--- src/rtl/vuhs_pkg.sv ---
// Package for the vector unit hazard scoreboard: commands, register indexes,
// control structs between the top level, the lanes and the merge stage, and helpers.
// No dependencies.
`default_nettype none

package vuhs_pkg;

    localparam int MASK_W     = 48;
    localparam int LANE_GROUP = 8;
    localparam int MINII_BYPASS = 2;
    localparam int RESET_CYCLE_OFS = 10;

    typedef enum logic [1:0] {
        CMD_QUERY  = 2'd0,
        CMD_MANUAL = 2'd1,
        CMD_RECORD = 2'd2,
        CMD_CLEAR  = 2'd3
    } cmd_t;

    localparam logic [1:0] REG_FLAG_LAT  = 2'd0;
    localparam logic [1:0] REG_LOAD_RDY  = 2'd1;
    localparam logic [1:0] REG_BR_ILOCK  = 2'd2;

    localparam logic [3:0] FLAG_LAT_RST = 4'd4;

    localparam int RES_Q      = 0;
    localparam int RES_P      = 1;
    localparam int RES_MAC    = 2;
    localparam int RES_CLIP   = 3;
    localparam int RES_BRANCH = 4;
    localparam int RES_LOAD   = 5;

    typedef struct packed {
        logic sample;
        logic query;
        logic manual;
        logic branch_skip;
        logic write;
        logic clear;
    } lane_ctl_t;

    typedef struct packed {
        logic grp_en;
        logic fin_en;
    } merge_ctl_t;

    // Clamps a signed gap to the 0..255 range of the stall output.
    function automatic logic [7:0] sat8(input logic signed [33:0] v);
        logic [7:0] r;
        if (v < 34'sd0)
            r = 8'd0;
        else if (v > 34'sd255)
            r = 8'd255;
        else
            r = v[7:0];
        return r;
    endfunction

endpackage

`default_nettype wire

--- src/rtl/vuhs_merge.sv ---
// Merge stage: a two-level registered maximum over the lane gaps and the
// resource gap. Depends on vuhs_pkg.
`default_nettype none

module vuhs_merge #(
    parameter int NLANES = 48
) (
    input  logic                  clk,
    input  vuhs_pkg::merge_ctl_t  ctl,
    input  logic [7:0]            lane_gap [NLANES],
    input  logic [7:0]            scalar_gap,
    output logic [7:0]            stall
);
    import vuhs_pkg::*;

    localparam int NGROUPS = (NLANES + LANE_GROUP - 1) / LANE_GROUP;

    logic [7:0] gap_pad  [NGROUPS*LANE_GROUP];
    logic [7:0] grp_reg  [NGROUPS];
    logic [7:0] grp_next [NGROUPS];
    logic [7:0] stall_reg;
    logic [7:0] stall_next;

    for (genvar k = 0; k < NGROUPS*LANE_GROUP; k++)
    begin : g_pad
        if (k < NLANES)
        begin : g_lane
            assign gap_pad[k] = lane_gap[k];
        end
        else
        begin : g_zero
            assign gap_pad[k] = 8'd0;
        end
    end

    always_comb
    begin
        for (int g = 0; g < NGROUPS; g++)
        begin
            grp_next[g] = 8'd0;
            for (int j = 0; j < LANE_GROUP; j++)
            begin
                if (gap_pad[g*LANE_GROUP+j] > grp_next[g])
                    grp_next[g] = gap_pad[g*LANE_GROUP+j];
            end
        end
    end

    always_comb
    begin
        stall_next = scalar_gap;
        for (int g = 0; g < NGROUPS; g++)
        begin
            if (grp_reg[g] > stall_next)
                stall_next = grp_reg[g];
        end
    end

    always_ff @(posedge clk)
    begin
        if (ctl.grp_en)
        begin
            for (int g = 0; g < NGROUPS; g++)
                grp_reg[g] <= grp_next[g];
        end
        if (ctl.fin_en)
        begin
            stall_reg <= stall_next;
        end
    end

    assign stall = stall_reg;

endmodule

`default_nettype wire

--- config.mk ---
export PLATFORM = sky130hd
export DESIGN_NAME = vuhs_merge
export DESIGN_NICKNAME = d
export VERILOG_FILES = /design/src/rtl/vuhs_pkg.sv /design/src/rtl/vuhs_merge.sv
export SDC_FILE = /design/constraint.sdc
export NUM_CORES = 1
export LEC_CHECK = 0
export BUFFER_PORTS_ARGS = -buffer_cell sky130_fd_sc_hd__buf_2
export CORE_MARGIN = 4
export CORE_UTILIZATION = 33
export DETAILED_ROUTE_END_ITERATION = 16
export SYNTH_ARGS = -nofsm -noshare
export SYNTH_HDL_FRONTEND = slang
export SYNTH_SLANG_ARGS = --single-unit
--- constraint.sdc ---
create_clock -name clk -period 13.6 [get_ports clk]
set_clock_uncertainty 0.1 [all_clocks]
set_input_delay 0.68 -clock clk [delete_from_list [all_inputs] [get_ports clk]]
set_output_delay 0.68 -clock clk [all_outputs]
set_load 0.005 [all_outputs]
==> reports/qor.yml <==
r2r_start: "grp_reg[0][1]"
syn_inst: 2086
cts_inserted_buffers: 5
critPathCaptureType: "flip-flop"
place_area_um2: 19400
clk_path_buf_depth: 2
largest_reg_flops: 48
place_inst: 3170
drtPass1Iterations: 5
multi_input_area_um2: 13900
htreeDepth: 2
status: "finished clean"
final_cell_mix: "buf_2 (403), ha_1 (346), inv_1 (299), a21oi_1 (165), nor2_1 (128)"
cts.sinks: 56
postRouteAntennaNets: 0
async_reset_ff_share_pct: 0
clock_latency_ns: 0.31
setup_viol: 0
final_cells: 3222
areaGrowthSynthToFinish_pct: 24.8
cp-endpoint: "grp_reg[5][0]"
vdd_drop_max_mv: 0.180
grt-ovfl-total: 0
syn_area_per_cell_um2: 7.82
critPathMostFrequentCell: "ha_1"
routabilityCongestion: 0.942
fp.dieW_um: 230
avgRoutedWirePerCell_um: 16.2
final_area_um2: 20400
crit_start: "lane_gap[62]"
synthesis.area_um2: 16300
synth_area_leaders: "ha_1 (27%), edfxtp_1 (10%), mux2i_1 (8.9%)"
grt.total_usage_pct: 18.0
worst_pin_slew_ns: 0.933
crit_type: "in2reg"
portBuffers: 402
grt_antenna_before_repair: 14
fmax_ghz: 0.0779
period_minus_slack_ns: 12.84
cellLeakagePower_nw: 10.9
drive_gt1_share_pct: 27.5
start_util_pct: 33.3
synthFlopType: "edfxtp_1"
timing.rr.end: "stall[0]"
final_common_cell: "buf_2"
grt_pass1_vias: 16500
cts-root-buf: "clkbuf_16"
yosysTopAreaCell: "ha_1"
grt_pass1_wl_um: 80600
power.density_nw_per_um2: 289
slowest_delay_ns: 0.51
rr_worst_depth: 58
grt_max_degree: 49
vias: 16900
path_clk_slew_ns: 0.08
dp_hpwl_um: 45500
pre_cts_ws_ns: -0.352
yosysTopAreaCellShare_pct: 26.5
cts_hold_buf: 0
hp-class: "reg2reg"
wirelength_um: 52000
max-slew-margin-rel_pct: 37.4
critPathSlowestCell: "a2111oi_1"
synth_edf_count: 56
routed_via_density: 5.25
cts_tree: "built"
final-seq-area_um2: 1680
period_share_pct: 94.4
arrival_ns: 12.80
syn_nets: 2827
crit_fanout: 14
drcViolationCount: 0
io_pins: 403
synth-seq-area-share_pct: 10.3
die_area_um2: 53100
ys_ff_latch: 56
finalNetCount: 3286
std_cell_rows: 81
rrSetupSlack_ns: 1.56
synthDistinctLibCells: 94
finalHoldViolCount: 0
fp.dieH_um: 230
startpoint_type: "input port"
drt-initial-drc-count: 806
synth-warning-count: 0
fill_cells: 4993
core_um2: 49000
slew_viol_final: 0
timing.final.ws_setup_ns: 0.759
required_ns: 13.56
max_cap_violations: 0
[timing repair]
| action | in CTS | in global routing |
|---|---|---|
| buffers inserted | 0 | 25 |
| resized for setup | 1 | 125 |
| gates cloned | 0 | 7 |
| setup endpoints to repair | 7 | 48 |
| pin swaps | 0 | 28 |
[synth_stat cells (all sizes together), types with 25 or more instances]
cell type and instances:
nor3 25, mux2i 145, o21a 33, ha 346, and3 44, mux2 74
nor2b 33, inv 299, clkbuf 27, o21ai 136, a21o 77, edfxtp 56
nor2 130, nand2 103, nand2b 25, nand3 58, a21oi 182
[through the flow]
stage / hold WS [ns] / TNS (ns) / util [%] / total power [mW]
3_5_place_dp: 0.495 / -2.58 / 39.6 / 5.43
2_1_floorplan: 0.452 / 0 / - / 4.16
3_3_place_gp: 0.483 / -0.638 / 39.6 / 5.26
6_report: 0.507 / 0 / 41.6 / 5.88
4_1_cts: 0.518 / 0 / 40.0 / 5.62
5_1_grt: 0.531 / -1.02 / 41.5 / 6.60
[where the power goes]
group / switching, mW / internal (mW) / total, mW
sequential: 0.0548 / 0.428 / 0.483
clock: 0.0725 / 0.0714 / 0.144
combinational: 2.88 / 2.37 / 5.25
[cell families after synthesis]
logic type,Yosys count,synth area share [%]
XOR/XNOR,13,0.698
AND/OR/NAND/NOR,514,16.1
AO/OA/AOI/OAI,600,24.3
buffers and inverters,336,7.89
multiplexers,219,14.0
flip-flops,56,10.3
adder cells (fa/ha/maj),348,26.7
[worst max-delay path: cells and delay by family]
| kind | cells | cell delay [ns] |
|---|---|---|
| and+or+nand+nor | 11 | 2.14 |
| muxes | 6 | 1.86 |
| AOI/OAI and AO/OA | 27 | 5.04 |
| adders and majority gates | 7 | 1.99 |
| buffers and inverters | 10 | 1.05 |
[how the worst min path moves through the flow]
stage	slack, ns	depth (start not counted)	end	start
finish	0.51	1	stall[0]	grp_reg[5][0]
global route	0.53	1	stall[0]	grp_reg[5][0]
global placement	0.48	1	stall[0]	grp_reg[5][0]
detailed placement	0.49	2	stall[4]	grp_reg[5][4]
CTS	0.52	1	stall[0]	grp_reg[5][0]
floorplan	0.45	1	stall[0]	grp_reg[5][0]
[area by class of cell]
class | count | share of cell area, %
Sequential cell | 56 | 8.26
Timing Repair Buffer | 484 | 12.9
Multi-Input combinational cell | 1699 | 68.3
Inverter | 299 | 5.51
Clock inverter | 3 | 0.141
Tap cell | 664 | 4.08
Antenna cell | 12 | 0.148
Clock buffer | 5 | 0.615
[routing by layer]
metal	wire, um	vias up	global-route usage [%]
li1	-	8604	-
met1	23300	7840	22.6
met2	25300	389	32.5
met3	2660	61	3.34
met4	683	10	3.01
met5	62	-	0
Note: power is estimated with default switching activity, not from simulation.
