==> src/rtl/vuhs_pkg.sv <==
// Package for the vector unit hazard scoreboard: commands, register indexes,
// control structs between the top level, the lanes and the merge stage, and helpers.
// No dependencies.
`default_nettype none

package vuhs_pkg;

    localparam int MASK_W     = 48;
    localparam int LANE_GROUP = 8;
    localparam int MINII_BYPASS = 2;
    localparam int RESET_CYCLE_OFS = 10;

    typedef enum logic [1:0] {
        CMD_QUERY  = 2'd0,
        CMD_MANUAL = 2'd1,
        CMD_RECORD = 2'd2,
        CMD_CLEAR  = 2'd3
    } cmd_t;

    localparam logic [1:0] REG_FLAG_LAT  = 2'd0;
    localparam logic [1:0] REG_LOAD_RDY  = 2'd1;
    localparam logic [1:0] REG_BR_ILOCK  = 2'd2;

    localparam logic [3:0] FLAG_LAT_RST = 4'd4;

    localparam int RES_Q      = 0;
    localparam int RES_P      = 1;
    localparam int RES_MAC    = 2;
    localparam int RES_CLIP   = 3;
    localparam int RES_BRANCH = 4;
    localparam int RES_LOAD   = 5;

    typedef struct packed {
        logic sample;
        logic query;
        logic manual;
        logic branch_skip;
        logic write;
        logic clear;
    } lane_ctl_t;

    typedef struct packed {
        logic grp_en;
        logic fin_en;
    } merge_ctl_t;

    // Clamps a signed gap to the 0..255 range of the stall output.
    function automatic logic [7:0] sat8(input logic signed [33:0] v);
        logic [7:0] r;
        if (v < 34'sd0)
            r = 8'd0;
        else if (v > 34'sd255)
            r = 8'd255;
        else
            r = v[7:0];
        return r;
    endfunction

endpackage

`default_nettype wire

==> src/rtl/vuhs_lane.sv <==
// One scoreboard lane: the entry of one register and its ready-gap check.
// Depends on vuhs_pkg.
`default_nettype none

module vuhs_lane #(
    parameter int CYCLE_BITS = 16,
    parameter bit IS_FLOAT   = 1'b0
) (
    input  logic                    clk,
    input  logic                    rst_n,
    input  vuhs_pkg::lane_ctl_t     ctl,
    input  logic                    rd_bit,
    input  logic                    mtir_bit,
    input  logic                    ftoi_bit,
    input  logic                    minii_bit,
    input  logic [CYCLE_BITS-1:0]   cur,
    input  logic [CYCLE_BITS-1:0]   ready_new,
    input  logic [3:0]              class_new,
    input  logic [3:0]              bypass_new,
    output logic [7:0]              gap
);
    import vuhs_pkg::*;

    localparam int EXT = 34 - CYCLE_BITS;

    logic [CYCLE_BITS-1:0] ready_reg;
    logic                  tracked_reg;
    logic [3:0]            class_reg;
    logic [3:0]            bypass_reg;
    logic [7:0]            gap_reg;

    logic [5:0]            adj;
    logic [CYCLE_BITS-1:0] diff;
    logic signed [33:0]    diff_ext;
    logic                  use_entry;
    logic [7:0]            gap_next;

    always_comb
    begin
        adj = 6'd0;
        if (class_reg[0] && mtir_bit)
            adj = adj + {2'b00, bypass_reg};
        if (class_reg[1] && ftoi_bit)
            adj = adj + {2'b00, bypass_reg};
        if (class_reg[2] && minii_bit)
            adj = adj + 6'(MINII_BYPASS);
        diff      = ready_reg - cur - {{(CYCLE_BITS-6){1'b0}}, adj};
        diff_ext  = {{EXT{diff[CYCLE_BITS-1]}}, diff};
        // A manual query skips float registers, and branch-interlocked producers
        // when the hardware interlock covers a branch consumer.
        use_entry = rd_bit && tracked_reg && !(ctl.manual && IS_FLOAT)
                    && !(ctl.manual && ctl.branch_skip && class_reg[3]);
        gap_next  = use_entry ? sat8(diff_ext) : 8'd0;
    end

    always_ff @(posedge clk or negedge rst_n)
    begin
        if (!rst_n)
        begin
            tracked_reg <= 1'b0;
        end
        else if (ctl.clear)
        begin
            tracked_reg <= 1'b0;
        end
        else if (ctl.write && rd_bit)
        begin
            tracked_reg <= 1'b1;
        end
    end

    always_ff @(posedge clk)
    begin
        if (ctl.write && rd_bit)
        begin
            ready_reg  <= ready_new;
            class_reg  <= class_new;
            bypass_reg <= bypass_new;
        end
        if (ctl.sample)
        begin
            gap_reg <= ctl.query ? gap_next : 8'd0;
        end
    end

    assign gap = gap_reg;

endmodule

`default_nettype wire

==> config.mk <==
export PLATFORM = sky130hd
export DESIGN_NAME = vuhs_lane
export DESIGN_NICKNAME = d
export VERILOG_FILES = /design/src/rtl/vuhs_pkg.sv /design/src/rtl/vuhs_lane.sv
export SDC_FILE = /design/constraint.sdc
export NUM_CORES = 1
export LEC_CHECK = 0
export BUFFER_PORTS_ARGS = -buffer_cell sky130_fd_sc_hd__buf_4
export CAP_MARGIN = 10
export CORE_MARGIN = 1.5
export CORE_UTILIZATION = 58
export CTS_CLUSTER_DIAMETER = 120
export DETAILED_ROUTE_END_ITERATION = 16
export PLACE_DENSITY = 0.89
export SKIP_CTS_REPAIR_TIMING = 1
export SYNTH_ARGS = -nofsm -noshare
export SYNTH_HDL_FRONTEND = slang
export SYNTH_SLANG_ARGS = --single-unit
==> constraint.sdc <==
create_clock -name clk -period 7.3 [get_ports clk]
set_input_delay 0 -clock clk [delete_from_list [all_inputs] [get_ports clk]]
set_output_delay 0 -clock clk [all_outputs]
set_load 0.01 [all_outputs]
==> summary.md, run 1 <==
| Metric | Value |
|---|---|
| Post-Route WL | 7.36 mm |
| Synth Area in XOR/XNOR | 5.24% |
| Commonest non-fill, non-tap cell in the layout | buf_4 |
| Ratio of final minimum period to clock period | 74.5% |
| Synth Flop Type | edfxtp_1 |
| Max FO, Critical Path | 8 |
| Port Buffers | 59 |
| Compound-cell area share of the yosys netlist | 15.7% |
| TNS Setup | 0 ns |
| Crit end category | flip-flop |
| Die width | 68.8 um |
| Placed cell count | 355 |
| # rows | 23 |
| Yosys cell types | 49 |
| Vias in the first global route | 1972 |
| N_diodes | 0 |
| Cells after Synth | 249 |
| Layout cells sized above 1 | 22.4% |
| EDFF count, synth | 32 |
| Mux share of post-synthesis cell area | 1.30% |
| Yosys warns | 0 |
| Root Buffer | clkbuf_8 |
| Global-route congestion overflow total | 0 |
| Fmax | 0.184 GHz |
| TritonCTS buffer count | 5 |
| Die Y | 68.8 um |
| CTS tree | yes |
| Worst Tran Pin Value | 1.13 ns |
| Setup crit end | gap[7]$_SDFFCE_PP0P_ |
| Crit path required time | 7.33 ns |
| Syn Nets | 335 |
| Leak pwr | 1.55 nW |
| CTS max path bufs | 2 |
| Final ANT Viol Nets | 0 |
| H-tree level count | 2 |
| Max Transition Viols Final | 0 |
| R2R cell count | 18 |
| Detail Placement HPWL | 4.01 mm |
| First-pass GRT wire length | 8.37 mm |
| Clk_lat worst skew | 0.30 ns |
| Hold Path Class | input pin to asynchronous set/reset pin |
| I/O pins | 60 |
| R2R setup slack | 1.86 ns |
| Layout Cells excl Fill | 390 |
| Drt pass-1 iters | 5 |
| CTS clk-pin slew, worst paths | 0.08 ns |
| Max reg flops | 16 |
| Status | completed |
| Cell area power density | 192 nW/um^2 |
| Gpl congestion | 0.875 |
| Hold Slack | 0.0108 ns |
| Clock Sinks | 33 |
| Fin nets | 425 |
| Vias per cell | 6.16 |
| Routed vias | 2404 |
| Largest net degree at the start of global routing | 26 |
| Clk_skew | 0.00589 ns |
| Worst R2R End | gap[7]$_SDFFCE_PP0P_ |
| Worst IR Drop VDD | 0.000144 V |
| RR Startpoint | class_reg[0]$_DFFE_PP_ |
| Crit path DAT | 5.47 ns |
| Asr flop ratio synth | 3.03% |
| Post-route DRC violation count | 0 |
| CP Class | flip-flop to flip-flop |
| Final critical-path required period | 5.44 ns |
| Sequential share of the synthesized area | 39.3% |
| Synth Area in Adders | 18.8% |
| Main combinational cell family by area after synthesis | adder cells |
| FF+latch count, synth | 33 |
| Crit path launch | class_reg[0]$_DFFE_PP_ |
| Post-synthesis simple-gate area fraction | 12.4% |
| Layout area overhead | 33.9% |
| Netlist Area Pre-Place | 2510 um^2 |
| Final Hold Fails | 0 |
| Syn_area_per_cell | 10.1 um^2 |
| Initial antenna violation count | 0 |
| Final Setup Violations | 0 |
| CP startpoint kind | flip-flop |
| GR Util All Layers | 24.4% |
| Area of the core | 4090 um^2 |
| Fillers | 201 |
| Die area | 4730 um^2 |
| Wire per inst | 18.9 um |
| Worst slew margin | 24.9% |
| DRT iter0 DRCs | 240 |
| Starting density of the core | 61.4% |
| Most frequent cells in the layout | buf_4 (59), inv_1 (44), edfxtp_1 (32) |
| Max Cap Violations | 0 |
| RSZ-0062 raised after global routing | no |
cell usage after synthesis (2+ instances only):
cell,instances,area share (%)
buf_4,2,0.60
fa_1,6,4.8
and4_1,2,0.70
or2_2,2,0.50
xor2_1,7,2.4
a211o_1,2,0.70
a21oi_1,20,4.0
o21ai_0,6,1.2
a21o_1,3,0.90
a211oi_1,2,0.60
nand3b_1,2,0.60
xnor2_1,8,2.8
o211ai_1,3,0.90
a31oi_1,5,1.2
nand2b_1,2,0.50
nor3_1,5,1.0
ha_1,28,14
nand3_1,7,1.4
nor2b_1,2,0.50
nand2_1,13,1.9
inv_1,44,6.6
o21ai_1,3,0.60
nor2_1,13,1.9
edfxtp_1,32,38
and2_1,5,1.2
mux2_2,2,0.90
critical path, stage by stage (launching register included):
cell	delay (ns)
edfxtp_1	0.39
nand2_1	0.24
and2_1	0.18
ha_1	0.22
nand2b_1	0.16
a21oi_1	0.10
a221oi_1	0.49
ha_1	0.34
mux2_2	0.28
fa_1	0.49
inv_1	0.04
ha_1	0.36
a211oi_1	0.35
o211ai_1	0.17
a31o_2	0.27
a21oi_1	0.16
mux2_2	0.37
nor4b_4	0.41
a21oi_1	0.14
area by class of cell:
cell class / instances / area (um^2) / share of cell area (%)
clock buffer: 7 / 86.3 / 2.57
clock inverter: 1 / 7.51 / 0.224
inverter: 44 / 165 / 4.92
multi-input combinational: 169 / 1340 / 39.8
sequential: 33 / 986 / 29.4
tap: 50 / 62.6 / 1.86
timing repair buffer: 86 / 713 / 21.2
kinds of logic after synthesis:
logic type               count (synthesis)
AO/OA/AOI/OAI                           59
flip-flops                              33
multiplexers                             3
adder cells (fa/ha/maj)                 34
AND/OR/NAND/NOR                         58
XOR/XNOR                                15
buffers and inverters                   47
metal layers:
layer | up-vias | GRT usage (%) | part of all wire, %
li1 | 1060 | - | -
met1 | 1141 | 29.3 | 36
met2 | 171 | 41.3 | 52
met3 | 32 | 6.49 | 8.4
met4 | 0 | 10.0 | 3.6
met5 | - | 0 | 0
report_power, final:
group	total [mW]	switching, mW	internal [mW]	leakage [nW]
clock network	0.152	0.0749	0.0767	0.0445
registers	0.226	0.00509	0.221	0.321
logic	0.268	0.148	0.120	1.19
total	0.646	0.228	0.418	1.55
how the worst min path moves through the flow:
| stage | startpoint | to | slack (ns) | cells past startpoint |
|---|---|---|---|---|
| floorplan | rst_n | tracked_reg$_DFFE_PN0P_ | -0.30 | 0 |
| global placement | rst_n | tracked_reg$_DFFE_PN0P_ | -0.22 | 1 |
| detailed placement | rst_n | tracked_reg$_DFFE_PN0P_ | -0.22 | 1 |
| CTS | rst_n | tracked_reg$_DFFE_PN0P_ | -0.53 | 1 |
| global route | rst_n | tracked_reg$_DFFE_PN0P_ | 0.02 | 2 |
| finish | rst_n | tracked_reg$_DFFE_PN0P_ | 0.01 | 2 |
metrics by stage:
stage | cell area (um^2) | power (mW) | setup slack [ns] | utilization, %
6_report | 3360 | 0.646 | 1.86 | 82.2
5_1_grt | 3360 | 0.672 | 1.71 | 82.2
4_1_cts | 3090 | 0.609 | 2.16 | 75.6
3_5_place_dp | 2990 | 0.461 | 2.22 | 73.3
3_3_place_gp | 2990 | 0.451 | 2.47 | 73.3
2_1_floorplan | 2510 | 0.401 | 2.70 | -
(Power assumes the default switching activity.)
==> run 2: changes to the inputs <==
Settings changed: CORE_UTILIZATION 58 to 54, PLACE_DENSITY 0.89 to 0.84.
Clock period 7.3 ns to 5.7 ns, I/O delays scaled along.
==> summary.md, run 2 (synthesized netlist as in run 1, its figures left out) <==
| Metric | Value |
|---|---|
| Gpl congestion | 0.886 |
| Drt pass-1 iters | 4 |
| Worst slew margin | 28.3% |
| Crit path launch | class_reg[0]$_DFFE_PP_ |
| Most frequent cells in the layout | buf_4 (59), inv_1 (44), edfxtp_1 (32) |
| Clk_lat worst skew | 0.29 ns |
| Clk_skew | 0.00728 ns |
| Commonest non-fill, non-tap cell in the layout | buf_4 |
| N_diodes | 0 |
| Wire per inst | 13.1 um |
| CP Class | flip-flop to flip-flop |
| Vias per cell | 5.36 |
| Vias in the first global route | 1930 |
| Worst IR Drop VDD | 0.000165 V |
| Area of the core | 4410 um^2 |
| H-tree level count | 2 |
| Crit end category | flip-flop |
| Final ANT Viol Nets | 0 |
| Post-route DRC violation count | 0 |
| # rows | 24 |
| Die width | 71.1 um |
| Hold Path Class | input pin to asynchronous set/reset pin |
| Starting density of the core | 56.8% |
| Die Y | 71.1 um |
| Cell area power density | 230 nW/um^2 |
| Clock Sinks | 33 |
| Max Cap Violations | 0 |
| Final Hold Fails | 0 |
| Final critical-path required period | 5.09 ns |
| Crit path DAT | 5.12 ns |
| Detail Placement HPWL | 3.71 mm |
| R2R setup slack | 0.61 ns |
| RR Startpoint | class_reg[0]$_DFFE_PP_ |
| CTS tree | yes |
| Routed vias | 2103 |
| CTS max path bufs | 2 |
| GR Util All Layers | 20.0% |
| Max reg flops | 16 |
| Largest net degree at the start of global routing | 26 |
| DRT iter0 DRCs | 122 |
| Max FO, Critical Path | 8 |
| Ratio of final minimum period to clock period | 89.4% |
| Fin nets | 425 |
| Crit path required time | 5.73 ns |
| Max Transition Viols Final | 0 |
| I/O pins | 60 |
| Die area | 5060 um^2 |
| RSZ-0062 raised after global routing | no |
| Status | completed |
| Final Setup Violations | 0 |
| Worst Tran Pin Value | 1.08 ns |
| Fmax | 0.196 GHz |
| Leak pwr | 1.55 nW |
| Fillers | 286 |
| First-pass GRT wire length | 7.99 mm |
| Total power | 0.769 mW |
| Layout area overhead | 33.5% |
| Root Buffer | clkbuf_8 |
| TritonCTS buffer count | 5 |
| TNS Setup | 0 ns |
| Post-Route WL | 5.14 mm |
| Global-route congestion overflow total | 0 |
| Initial antenna violation count | 0 |
| Layout cells sized above 1 | 22.1% |
| CTS clk-pin slew, worst paths | 0.07 ns |
| Port Buffers | 59 |
| CP startpoint kind | flip-flop |
==> run 2: final cells by class <==
class | count | area, um^2 | area share, %
Sequential cell | 33 | 986 | 29.4
Clock inverter | 1 | 5.00 | 0.149
Clock buffer | 7 | 76.3 | 2.28
Tap cell | 52 | 65.1 | 1.94
Inverter | 44 | 165 | 4.93
Timing Repair Buffer | 86 | 713 | 21.3
Multi-Input combinational cell | 169 | 1340 | 39.9
==> run 2: critical path, stage by stage (launching register included) <==
cell      delay [ns]
edfxtp_1        0.38
nand2_1         0.20
and2_1          0.18
ha_1            0.19
nand2b_1        0.11
a21oi_1         0.07
a221oi_1        0.40
ha_1            0.32
mux2_2          0.28
fa_1            0.48
inv_1           0.04
ha_1            0.36
a211oi_1        0.33
o211ai_1        0.17
a31o_2          0.27
a21oi_1         0.15
mux2_2          0.37
nor4b_4         0.40
a21oi_1         0.13
==> run 2: layer usage <==
layer / vias to the layer above / track usage (%) / share of wire [%]
met1: 971 / 24.8 / 42
li1: 1065 / - / -
met2: 56 / 33.6 / 50
met3: 11 / 5.27 / 5.5
met5: - / 0 / 0
met4: 0 / 6.92 / 1.8
==> run 2: worst paths after layout <==
check | to | cells after the start
worst max-delay path | gap[1]$_SDFFCE_PP0P_ | 18
worst min-delay path | tracked_reg$_DFFE_PN0P_ | 2
worst max register to register | gap[1]$_SDFFCE_PP0P_ | 18
worst min register to register | tracked_reg$_DFFE_PN0P_ | 2
max in group asynchronous | tracked_reg$_DFFE_PN0P_ | 2
min in group clk | gap[0]$_SDFFCE_PP0P_ | 4
==> run 2: report_power, final <==
part	leakage, nW	internal, mW	total (mW)	switching (mW)
logic	1.19	0.150	0.314	0.164
clock network	0.0422	0.0855	0.167	0.0810
registers	0.321	0.283	0.289	0.00539
total	1.55	0.519	0.769	0.250
==> run 2: stage by stage <==
stage               cells  area, um^2  worst slack [ns]  util (%)  hold WS (ns)
global route          392        3350             0.209      75.9        0.0176
CTS                   365        3080             0.628      69.7        -0.522
floorplan             249        2510              1.10         -        -0.296
finish                392        3350             0.605      75.9        0.0292
global placement      357        3000             0.876      67.9        -0.225
detailed placement    357        3000             0.692      67.9        -0.222
